===== src/design/mtpc_pkg.sv =====
// Shared types and constants for the memory test pattern checker.
// Used by mtpc_step and memory_test_pattern_checker_unit; depends on nothing.
`default_nettype none

package mtpc_pkg;

  // Field widths fixed by the interface
  localparam int unsigned OP_W     = 3;
  localparam int unsigned DATA_W   = 32;
  localparam int unsigned STRIDE_W = 19;
  // Width of offset + stride before the wrap test
  localparam int unsigned STEP_W   = STRIDE_W + 1;

  // Defaults for the top level parameters
  localparam int unsigned REGION_WORDS_DEF = 1024 * 1024 / 4;
  localparam int unsigned REPORT_LIMIT_DEF = 8;

  // Register map
  localparam int unsigned PADDR_W = 5;
  localparam int unsigned REG_IDX_W = 3;
  localparam logic [STRIDE_W-1:0] STRIDE_RESET = STRIDE_W'(1);

  typedef enum logic [REG_IDX_W-1:0] {
    REG_REGION_BASE = 3'd0,
    REG_PATTERN_MOD = 3'd1,
    REG_COMPARE_VAL = 3'd2,
    REG_REPLACE_VAL = 3'd3,
    REG_SPARSE_STRIDE = 3'd4
  } reg_idx_e;

  typedef enum logic [OP_W-1:0] {
    OP_START    = 3'd0,
    OP_FILL     = 3'd1,
    OP_CHK_CONST = 3'd2,
    OP_CHK_PATT = 3'd3,
    OP_SPARSE   = 3'd4,
    OP_CLEAR    = 3'd5
  } op_e;

  // Configuration as seen by the step logic
  typedef struct packed {
    logic [DATA_W-1:0]   region_base;
    logic [DATA_W-1:0]   pattern_modifier;
    logic [DATA_W-1:0]   compare_value;
    logic [DATA_W-1:0]   replace_value;
    logic [STRIDE_W-1:0] sparse_stride;
  } cfg_t;

  // One result word
  typedef struct packed {
    logic [DATA_W-1:0] word_address;
    logic [DATA_W-1:0] write_data;
    logic              write_enable;
    logic              mismatch;
    logic              report_error;
    logic [DATA_W-1:0] error_total;
    logic              region_done;
  } result_t;

endpackage

`default_nettype wire


===== src/design/mtpc_step.sv =====
// Single-step datapath of the memory test pattern checker: decodes one
// operation and forms the result word and next walk state. Uses mtpc_pkg.
`default_nettype none

module mtpc_step #(
  parameter int unsigned REGION_WORDS = mtpc_pkg::REGION_WORDS_DEF,
  parameter int unsigned REPORT_LIMIT = mtpc_pkg::REPORT_LIMIT_DEF,
  localparam int unsigned OFF_W = $clog2(REGION_WORDS)
) (
  input  wire logic [mtpc_pkg::OP_W-1:0]   operation_i,
  input  wire logic [mtpc_pkg::DATA_W-1:0] read_data_i,
  input  wire mtpc_pkg::cfg_t              cfg_i,
  input  wire logic [OFF_W-1:0]            offset_i,
  input  wire logic [mtpc_pkg::DATA_W-1:0] count_i,
  output mtpc_pkg::result_t                result_o,
  output logic [OFF_W-1:0]                 offset_o,
  output logic [mtpc_pkg::DATA_W-1:0]      count_o
);

  localparam int unsigned DW = mtpc_pkg::DATA_W;
  localparam int unsigned SW = mtpc_pkg::STRIDE_W;
  localparam int unsigned TW = mtpc_pkg::STEP_W;

  logic [DW-1:0] off_bytes;
  logic [DW-1:0] addr;
  logic [DW-1:0] line_addr;
  logic [DW-1:0] pattern;
  logic [SW-1:0] stride;
  logic [TW-1:0] step_by;
  logic [TW-1:0] next_off;
  logic          wrap;
  logic          count_full;
  logic [DW-1:0] count_inc;
  logic          const_miss;
  logic          patt_miss;

  // Word address and the line-based pattern of the current word
  assign off_bytes = {{(DW-OFF_W-2){1'b0}}, offset_i, 2'b00};
  assign addr      = cfg_i.region_base + off_bytes;
  assign line_addr = cfg_i.region_base + {off_bytes[DW-1:4], 4'b0000};
  assign pattern   = {line_addr[DW-3:0], 2'b00} ^ cfg_i.pattern_modifier
                   ^ {{(DW-2){1'b0}}, offset_i[1:0]};

  // Zero stride behaves as one
  assign stride   = (cfg_i.sparse_stride == '0) ? SW'(1) : cfg_i.sparse_stride;

  assign next_off = {{(TW-OFF_W){1'b0}}, offset_i} + step_by;
  assign wrap     = (next_off >= TW'(REGION_WORDS));

  assign count_full = (count_i == '1);
  assign count_inc  = count_i + DW'(1);
  assign const_miss = (read_data_i != cfg_i.compare_value);
  assign patt_miss  = (read_data_i != pattern);

  always_comb begin
    result_o              = '0;
    result_o.word_address = addr;
    offset_o              = offset_i;
    count_o               = count_i;
    step_by               = '0;

    case (mtpc_pkg::op_e'(operation_i))
      mtpc_pkg::OP_START: begin
        offset_o              = '0;
        result_o.word_address = cfg_i.region_base;
      end
      mtpc_pkg::OP_FILL: begin
        result_o.write_data   = pattern;
        result_o.write_enable = 1'b1;
        step_by               = TW'(1);
      end
      mtpc_pkg::OP_CHK_CONST: begin
        result_o.mismatch = const_miss;
        if (const_miss && !count_full) count_o = count_inc;
        step_by           = TW'(1);
      end
      mtpc_pkg::OP_CHK_PATT: begin
        result_o.mismatch = patt_miss;
        if (patt_miss && !count_full) begin
          count_o               = count_inc;
          result_o.report_error = (count_inc <= DW'(REPORT_LIMIT));
        end
        step_by           = TW'(1);
      end
      mtpc_pkg::OP_SPARSE: begin
        result_o.mismatch     = const_miss;
        if (const_miss && !count_full) begin
          count_o               = count_inc;
          result_o.report_error = (count_inc <= DW'(REPORT_LIMIT));
        end
        result_o.write_data   = cfg_i.replace_value;
        result_o.write_enable = 1'b1;
        step_by               = {1'b0, stride};
      end
      mtpc_pkg::OP_CLEAR: begin
        count_o = '0;
      end
      default: begin
      end
    endcase

    // Advance only for the walking operations; wrap to the region start
    if (step_by != '0) begin
      result_o.region_done = wrap;
      offset_o             = wrap ? '0 : next_off[OFF_W-1:0];
    end
    result_o.error_total = count_o;
  end

endmodule

`default_nettype wire


===== src/design/memory_test_pattern_checker_unit.sv =====
// Top level of the memory test pattern checker: APB register file, input
// word register, walk state and result register. Uses mtpc_pkg, mtpc_step.
//
//   channel   direction  handshake                  payload
//   input     in         in_valid_i / in_ready_o    operation_i, read_data_i
//   result    out        out_valid_o / out_ready_i  word_address_o .. region_done_o
//   config    in         psel/penable/pwrite/pready paddr, pwdata, prdata
//
// One word per cycle while the result side drains: an accepted word sits in
// the input register and the combinational step logic (adder, compare, counter
// increment) forms its result, which the result register loads once it is
// free. A stalled result register holds the input stage, which keeps its word
// and drops ready; reset clears the valid flags, the walk offset, the error
// count and the configuration (stride to one).
`default_nettype none

module memory_test_pattern_checker_unit #(
  parameter int unsigned REGION_WORDS = mtpc_pkg::REGION_WORDS_DEF,
  parameter int unsigned REPORT_LIMIT = mtpc_pkg::REPORT_LIMIT_DEF
) (
  input  wire logic                          clk_i,
  input  wire logic                          rst_ni,
  // APB configuration port
  input  wire logic                          psel,
  input  wire logic                          penable,
  input  wire logic                          pwrite,
  input  wire logic [mtpc_pkg::PADDR_W-1:0]  paddr,
  input  wire logic [mtpc_pkg::DATA_W-1:0]   pwdata,
  output logic      [mtpc_pkg::DATA_W-1:0]   prdata,
  output logic                               pready,
  // input words
  input  wire logic                          in_valid_i,
  output logic                               in_ready_o,
  input  wire logic [mtpc_pkg::OP_W-1:0]     operation_i,
  input  wire logic [mtpc_pkg::DATA_W-1:0]   read_data_i,
  // result words
  output logic                               out_valid_o,
  input  wire logic                          out_ready_i,
  output logic      [mtpc_pkg::DATA_W-1:0]   word_address_o,
  output logic      [mtpc_pkg::DATA_W-1:0]   write_data_o,
  output logic                               write_enable_o,
  output logic                               mismatch_o,
  output logic                               report_error_o,
  output logic      [mtpc_pkg::DATA_W-1:0]   error_total_o,
  output logic                               region_done_o
);

  localparam int unsigned OFF_W = $clog2(REGION_WORDS);
  localparam int unsigned DW    = mtpc_pkg::DATA_W;
  localparam int unsigned SW    = mtpc_pkg::STRIDE_W;

  // ---------------------------------------------------------------------
  // Register file
  // ---------------------------------------------------------------------
  mtpc_pkg::cfg_t cfg_q;
  logic           cfg_wr;
  mtpc_pkg::reg_idx_e reg_idx;

  assign pready  = 1'b1;
  assign cfg_wr  = psel && penable && pwrite;
  assign reg_idx = mtpc_pkg::reg_idx_e'(paddr[mtpc_pkg::PADDR_W-1:2]);

  always_ff @(posedge clk_i or negedge rst_ni) begin
    if (!rst_ni) begin
      cfg_q.region_base      <= '0;
      cfg_q.pattern_modifier <= '0;
      cfg_q.compare_value    <= '0;
      cfg_q.replace_value    <= '0;
      cfg_q.sparse_stride    <= mtpc_pkg::STRIDE_RESET;
    end else if (cfg_wr) begin
      case (reg_idx)
        mtpc_pkg::REG_REGION_BASE:   cfg_q.region_base      <= pwdata;
        mtpc_pkg::REG_PATTERN_MOD:   cfg_q.pattern_modifier <= pwdata;
        mtpc_pkg::REG_COMPARE_VAL:   cfg_q.compare_value    <= pwdata;
        mtpc_pkg::REG_REPLACE_VAL:   cfg_q.replace_value    <= pwdata;
        mtpc_pkg::REG_SPARSE_STRIDE: cfg_q.sparse_stride    <= pwdata[SW-1:0];
        default: begin
        end
      endcase
    end
  end

  // Read back; addresses past the last register return zero
  always_comb begin
    case (reg_idx)
      mtpc_pkg::REG_REGION_BASE:   prdata = cfg_q.region_base;
      mtpc_pkg::REG_PATTERN_MOD:   prdata = cfg_q.pattern_modifier;
      mtpc_pkg::REG_COMPARE_VAL:   prdata = cfg_q.compare_value;
      mtpc_pkg::REG_REPLACE_VAL:   prdata = cfg_q.replace_value;
      mtpc_pkg::REG_SPARSE_STRIDE: prdata = {{(DW-SW){1'b0}}, cfg_q.sparse_stride};
      default:                     prdata = '0;
    endcase
  end

  // ---------------------------------------------------------------------
  // Input register
  // ---------------------------------------------------------------------
  logic                       in_vld_q;
  logic [mtpc_pkg::OP_W-1:0]  op_q;
  logic [DW-1:0]              rd_q;
  logic                       out_free;
  logic                       step_go;

  // Result register can take a word when empty or being drained
  assign out_free   = !out_valid_o || out_ready_i;
  assign step_go    = in_vld_q && out_free;
  assign in_ready_o = !in_vld_q || step_go;

  always_ff @(posedge clk_i or negedge rst_ni) begin
    if (!rst_ni) begin
      in_vld_q <= 1'b0;
    end else if (in_ready_o) begin
      in_vld_q <= in_valid_i;
    end
  end

  // Payload: hold until the stage moves on
  always_ff @(posedge clk_i) begin
    if (in_ready_o && in_valid_i) begin
      op_q <= operation_i;
      rd_q <= read_data_i;
    end
  end

  // ---------------------------------------------------------------------
  // Walk state and step logic
  // ---------------------------------------------------------------------
  logic [OFF_W-1:0]   offset_q, offset_d;
  logic [DW-1:0]      count_q, count_d;
  mtpc_pkg::result_t  res_d, res_q;

  mtpc_step #(
    .REGION_WORDS(REGION_WORDS),
    .REPORT_LIMIT(REPORT_LIMIT)
  ) u_step (
    .operation_i(op_q),
    .read_data_i(rd_q),
    .cfg_i      (cfg_q),
    .offset_i   (offset_q),
    .count_i    (count_q),
    .result_o   (res_d),
    .offset_o   (offset_d),
    .count_o    (count_d)
  );

  // Advance the walk state only when the word moves into the result register
  always_ff @(posedge clk_i or negedge rst_ni) begin
    if (!rst_ni) begin
      offset_q <= '0;
      count_q  <= '0;
    end else if (step_go) begin
      offset_q <= offset_d;
      count_q  <= count_d;
    end
  end

  // ---------------------------------------------------------------------
  // Result register
  // ---------------------------------------------------------------------
  always_ff @(posedge clk_i or negedge rst_ni) begin
    if (!rst_ni) begin
      out_valid_o <= 1'b0;
    end else if (out_free) begin
      out_valid_o <= in_vld_q;
    end
  end

  always_ff @(posedge clk_i) begin
    if (step_go) begin
      res_q <= res_d;
    end
  end

  assign word_address_o = res_q.word_address;
  assign write_data_o   = res_q.write_data;
  assign write_enable_o = res_q.write_enable;
  assign mismatch_o     = res_q.mismatch;
  assign report_error_o = res_q.report_error;
  assign error_total_o  = res_q.error_total;
  assign region_done_o  = res_q.region_done;

endmodule

`default_nettype wire


===== config.mk =====
export PLATFORM = sky130hd
export DESIGN_NAME = memory_test_pattern_checker_unit
export DESIGN_NICKNAME = d
export VERILOG_FILES = /design/src/design/mtpc_pkg.sv /design/src/design/mtpc_step.sv /design/src/design/memory_test_pattern_checker_unit.sv
export SDC_FILE = /design/constraint.sdc
export NUM_CORES = 1
export LEC_CHECK = 0
export ABC_CLOCK_PERIOD_IN_PS = 12250
export BUFFER_PORTS_ARGS = -buffer_cell sky130_fd_sc_hd__buf_2
export CAP_MARGIN = 20
export CORE_UTILIZATION = 35
export DETAILED_ROUTE_END_ITERATION = 16
export PLACE_DENSITY = 0.49
export SLEW_MARGIN = 20
export SYNTH_ARGS = -nofsm -noshare
export SYNTH_HDL_FRONTEND = slang
export SYNTH_SLANG_ARGS = --single-unit

===== constraint.sdc =====
create_clock -name clk_i -period 12.25 [get_ports clk_i]
set_clock_uncertainty 0.1 [all_clocks]
set_input_delay 1.225 -clock clk_i [delete_from_list [all_inputs] [get_ports clk_i]]
set_output_delay 1.225 -clock clk_i [all_outputs]
set_load 0.02 [all_outputs]

Word-level counts from Yosys, hierarchy flattened. Cells that the tools add are included.

Add/sub/neg operators: 4. Order comparisons: 2. Eq/ne operators: 12. Multiplexer cells: 15. Bitwise gates (word level): 2. Reduce and logical (&&, ||, !) cells: 24.

Operators with widths (number): $pmux 32 s5 (1); $mux 32 (3); $pmux 32 s3 (1); $pmux 33 s2 (1); $ne 32x32->1 (2); $mux 18 (3); $pmux 19 s2 (1); $add 32x1->32 const B (1); $add 32x20->32 (1); $eq 32x32->1 const B (1); $le 32x4->1 const B (1); $xor 32x2->32 (1); $xor 32x32->32 (1); $add 30x20->30 (1); $add 18x19->20 (1); $ge 20x19->1 const B (1); $reduce_bool 20->1 (1); $logic_not 19->1 (1); $mux 19 (1); $eq 3x2->1 const B (4); $reduce_and 2->1 (6); $eq 3x3->1 const B (3); $eq 3x1->1 const B (2); $logic_and 1x1->1 (6); 8 further kinds (14).

Register bits after elaboration: 334. Bits of input ports: 79. Output and inout bits: 135. Word-level logic and storage cells: 77.

Depth between registers and ports, before layout.
Depth in word-level cells: 7. Depth in mapped cells: 22. Depth with buffers taken out: 19.

Hierarchy. Synthesis repeated with hierarchy kept, for this count alone.

Cells, all modules: 1723. Area, all modules: 19531.2 µm².

Modules (own cells, without submodules): memory_test_pattern_checker_unit (times used 1, cells an instance 693, area an instance 12703.4 µm², seq. area each 9034.9 µm²); mtpc_step (times used 1, cells an instance 1030, area an instance 6827.8 µm², seq. area each 0.0 µm²).

Least setup slack after synthesis. No wires, ideal clock.

Path type: input-to-reg. From: input port out_ready_i. To: register offset_q[10]. Setup time: 0.066 ns. Arrival time: 5.275 ns. Required time: 12.084 ns. Setup slack: 6.808 ns. Stages: 9. Path buffers: 2. Path through: nand2b_1 -> nand2_1 -> inv_1 -> nand2_1 -> nor3_1 -> o21a_1 -> clkbuf_1 -> clkbuf_1 -> a22o_1.

Longest elaborated chain between the ends: 3.

RTL lines: from (decl) (line memory_test_pattern_checker_unit.sv:38) `input wire logic out_ready_i,`; $logic_or 1x1->1 (line memory_test_pattern_checker_unit.sv:105) `assign out_free = !out_valid_o || out_ready_i;`; $logic_and 1x1->1 (line memory_test_pattern_checker_unit.sv:106) `assign step_go = in_vld_q && out_free;`; via step_go (line memory_test_pattern_checker_unit.sv:102) `logic step_go;`; $reduce_and 2->1 (no source line); to (signal assigned) (line memory_test_pattern_checker_unit.sv:152) `offset_q <= offset_d;`; to (decl) (line memory_test_pattern_checker_unit.sv:128) `logic [OFF_W-1:0] offset_q, offset_d;`.

The timed path passes the listed nets, and every way through them passes these cells. A chain may end at the register's enable or synchronous reset.

Final worst setup path.
From: register cfg_q[126] (netlist name). To: register count_q[22].

Longest elaborated chain between the ends: 7.

RTL lines: from (decl) (line memory_test_pattern_checker_unit.sv:55) `mtpc_pkg::cfg_t cfg_q;`; $add 30x20->30 (line mtpc_step.sv:40) `assign line_addr = cfg_i.region_base + {off_bytes[DW-1:4], 4'b0000};`; $xor 32x32->32 (line mtpc_step.sv:41) `assign pattern = {line_addr[DW-3:0], 2'b00} ^ cfg_i.pattern_modifier`; $xor 32x2->32 (line mtpc_step.sv:42) `^ {{(DW-2){1'b0}}, offset_i[1:0]};`; $ne 32x32->1 (line mtpc_step.sv:53) `assign patt_miss = (read_data_i != pattern);`; $logic_and 1x1->1 (line mtpc_step.sv:79) `if (patt_miss && !count_full) begin`; $mux 32 (line mtpc_step.sv:79); $pmux 32 s3 (line mtpc_step.sv:62) `case (mtpc_pkg::op_e'(operation_i))`; to (signal assigned) (line memory_test_pattern_checker_unit.sv:153) `count_q <= count_d;`; to (decl) (line memory_test_pattern_checker_unit.sv:129) `logic [DW-1:0] count_q, count_d;`.

Every way passes these cells.

==> flow_summary_export.csv <==
group,metric,value,unit
cells_and_area,syn2layout_area_growth,16.0,%
power,p_int,0.00260,W
cells_and_area,nFillCells,5175,
power,powerDensity,179,nW/um2
die,die_h,236,um
timing,period_minus_slack,5930,ps
critical_path,worstPathArrival,6250,ps
clock_network,root_buffer,"clkbuf_16",
job,max_cap_violations,0,
outcome,status,"finished, final reports clean",
die,die-area,55600,um2
place,dp_worst_setup_slack,6360,ps
logic_synthesis,yosysTopAreaCell,"dfrtp_1",
logic_synthesis,ys_types,92,
power,ir_drop,103,uV
timing,holdWs,403,ps
global_route,antenna_found_initial,5,
cells_and_area,stdcell_area,22200,um2
route,drc,0,
power,combPwrFrac,29.9,%
logic_synthesis,yosysWarnings,0,
die,io_pins,214,
power,leakagePower,9.30,nW
clock_network,cts_buffers,41,
global_route,grt_max_degree,78,
timing,timing.fmax,0.169,GHz
critical_path,crit_fanout,15,
worst_hold_path,worstHoldPathType,"flop to flop",
logic_synthesis,synth.avg_cell_area,11.2,um2
clock_network,postCtsSetupRepairBufs,0,
power,total_power,0.00398,W
route,detail_route.wl_per_cell,24.3,um
route,viasPerCell,5.60,
critical_path,cp-end-kind,"flop",
logic_synthesis,synth_edf_count,135,
clock_network,cts.sinks,334,
power,clockPowerShare,30.3,%
timing,setup_ws,6320,ps
logic_synthesis,syn_nets,1828,
logic_synthesis,synth_seq_cells,334,
power,p_sw_share,34.7,%
clock_network,cts_tree,"done",
critical_path,cp-startpoint,"cfg_q[126]",
critical_path,path_cells,"ha_1, a21oi_1, o21ai_1, a211oi_2, o21ai_2, xnor3_1, a2111oi_1, nand4_1, o31ai_1, nand2_1, nand3_1, o221ai_1",
clock_network,htree_levels,2,
critical_path,cp.required,12560,ps
logic_synthesis,synthCells,1708,
route,routed_wl,63.5,mm
global_route,grt_pass1_vias,14600,
timing,post-route-period-util,48.4,%
logic_synthesis,yosysSeqAreaShare,47.2,%
die,start_util,35.5,%
worst_hold_path,min_from,"in_vld_q",
timing,grt_setup_unrepaired,"false",
critical_path,crit_slowest_cell,"nand3_1",
logic_synthesis,async_flop_share,59.6,%
critical_path,startpoint_type,"flop",
place,port_buffers,210,
logic_synthesis,synth_top_cells_by_area,"dfrtp_1, edfxtp_1, mux2_2",
cells_and_area,fin_nets,2005,
global_route,track_usage,22.6,%
route,dr.pass1.iters,5,
place,place_area,20900,um2
route,drt_iter0_markers,1044,
clock_network,path_clk_slew,60,ps
clock_network,cts_resized,0,
route,via_count,14600,
timing,maxSlewViolCount,0,
timing,relSlewSlack,35.8,%
place,gp_congestion,0.908,
critical_path,crit_type,"flop to flop",
die,core,53900,um2
cells_and_area,layout-drive-gt1-share,27.1,%
global_route,grt_overflow,0,
logic_synthesis,synth_ff_type,"dfrtp_1",
logic_synthesis,synth_top_area_share,25.9,%
power,p_seq_share,39.7,%
die,die_w,236,um
power,power.switching,0.00138,W
place,dp_hpwl,45.3,mm
timing,hold_viol,0,
die,fp-row-count,85,
timing,setup-violations-final,0,
critical_path,r2r-start,"cfg_q[126]",
timing,tightestPinTransition,962,ps
critical_path,critPathMaxStageDelay,820,ps
route,antenna_left,0,
logic_synthesis,synth.cell_area,19100,um2
clock_network,postCtsHoldBufs,0,
clock_network,insertion_delay,570,ps
timing,timing.setup.tns,0,ps
clock_network,clock_path_buffers,3,
global_route,grt_pass1_wl,94.6,mm
[critical path, delay by kind of cell, from the launching register on]
| family | cells | cell delay, ps |
|---|---|---|
| AND/OR/NAND/NOR | 3 | 1680 |
| XOR/XNOR | 1 | 360 |
| flip-flops | 1 | 430 |
| AO/OA/AOI/OAI | 7 | 2730 |
| adder cells (fa/ha/maj) | 1 | 460 |
[placed cells by master, fill, tap and decap left out, types with 21 or more instances in the layout]
cell       instances
buf_4             25
nor2_1            54
clkbuf_16         41
o2bb2ai_1         21
ha_1              38
a21oi_1           53
mux2_2           166
xor2_1            38
and3_1            30
edfxtp_1         135
a22o_1            23
xnor2_1          126
nand4_1           30
dfrtp_1          198
inv_1             34
a31oi_1           21
a22oi_1           38
buf_2            209
nand2_1          141
nand3_1           41
o21ai_0           97
nor3_1            25
[layout make-up]
cell class	count	area [um2]	share of cell area, %
sequential	334	9030	40.7
multi-input combinational	1237	9590	43.2
clock inverter	20	218	0.981
antenna	1	2.50	0.0113
inverter	35	134	0.603
clock buffer	55	1100	4.95
tap	696	871	3.92
timing repair buffer	236	1260	5.67
[worst paths after layout]
check	cells after the start	slack [ps]	to
max in group asynchronous	2	10170	cfg_q[15]
worst min-delay path	1	400	out_valid_o
worst min register to register	1	400	out_valid_o
min in group asynchronous	1	610	cfg_q[120]
worst max register to register	12	6320	count_q[22]
worst max-delay path	12	6320	count_q[22]
[cell usage after synthesis (18+ instances only)]
cell,number
o22ai_1,18
nor2b_1,20
nor2_1,56
a22oi_1,38
nand3_1,42
and3_1,30
a31oi_1,21
a21oi_1,53
o21ai_0,97
ha_1,38
dfrtp_1,198
xnor2_1,126
edfxtp_1,135
mux2_2,166
nand4_1,30
xor2_1,38
o2bb2ai_1,21
a22o_1,23
nor3_1,26
clkbuf_1,69
nand2_1,141
inv_1,35
[state kept, by name, indices dropped and copies added, names as in the netlist, 3 cells and up]
| register | cells |
|---|---|
| write_data_o | 32 |
| word_address_o | 32 |
| count_q | 32 |
| error_total_o | 32 |
| offset_q | 18 |
| cfg_q | 147 |
| op_q | 3 |
| rd_q | 32 |
[power by group through the flow]
stage | Combinational (W) | Sequential (W) | Clock (W)
floorplan | 0.000801 | 0.00157 | 0
global placement | 0.00117 | 0.00160 | 0
detailed placement | 0.00118 | 0.00160 | 0
CTS | 0.00119 | 0.00158 | 0.00124
global route | 0.00129 | 0.00160 | 0.00129
finish | 0.00119 | 0.00158 | 0.00121
[cells by family (layout without fill, tap and decap cells)]
logic type / Yosys count / count (layout) / synth area share, %
compound gates: 401 / 401 / 14.5
simple gates: 432 / 432 / 11.6
buf+inv: 137 / 346 / 2.94
fa+ha+maj: 41 / 41 / 2.80
flops: 334 / 334 / 47.2
mux: 181 / 181 / 11.5
xor+xnor: 181 / 181 / 9.52
other cells: 1 / 2 / 0.0196
[routing by layer]
metal | GRT usage [%] | routed length [um]
met2 | 35.8 | 29200
met5 | 0 | 34
met1 | 31.6 | 28900
met3 | 3.78 | 3420
met4 | 7.25 | 1880
[through the flow]
stage                     utilization (%)  instances
after global placement               38.7       2538
after floorplan                         -       1708
after global routing                 41.2       2614
after CTS                            41.2       2613
final                                41.2       2614
after detailed placement             38.7       2538
No activity file was read; power rests on OpenSTA's default activity.
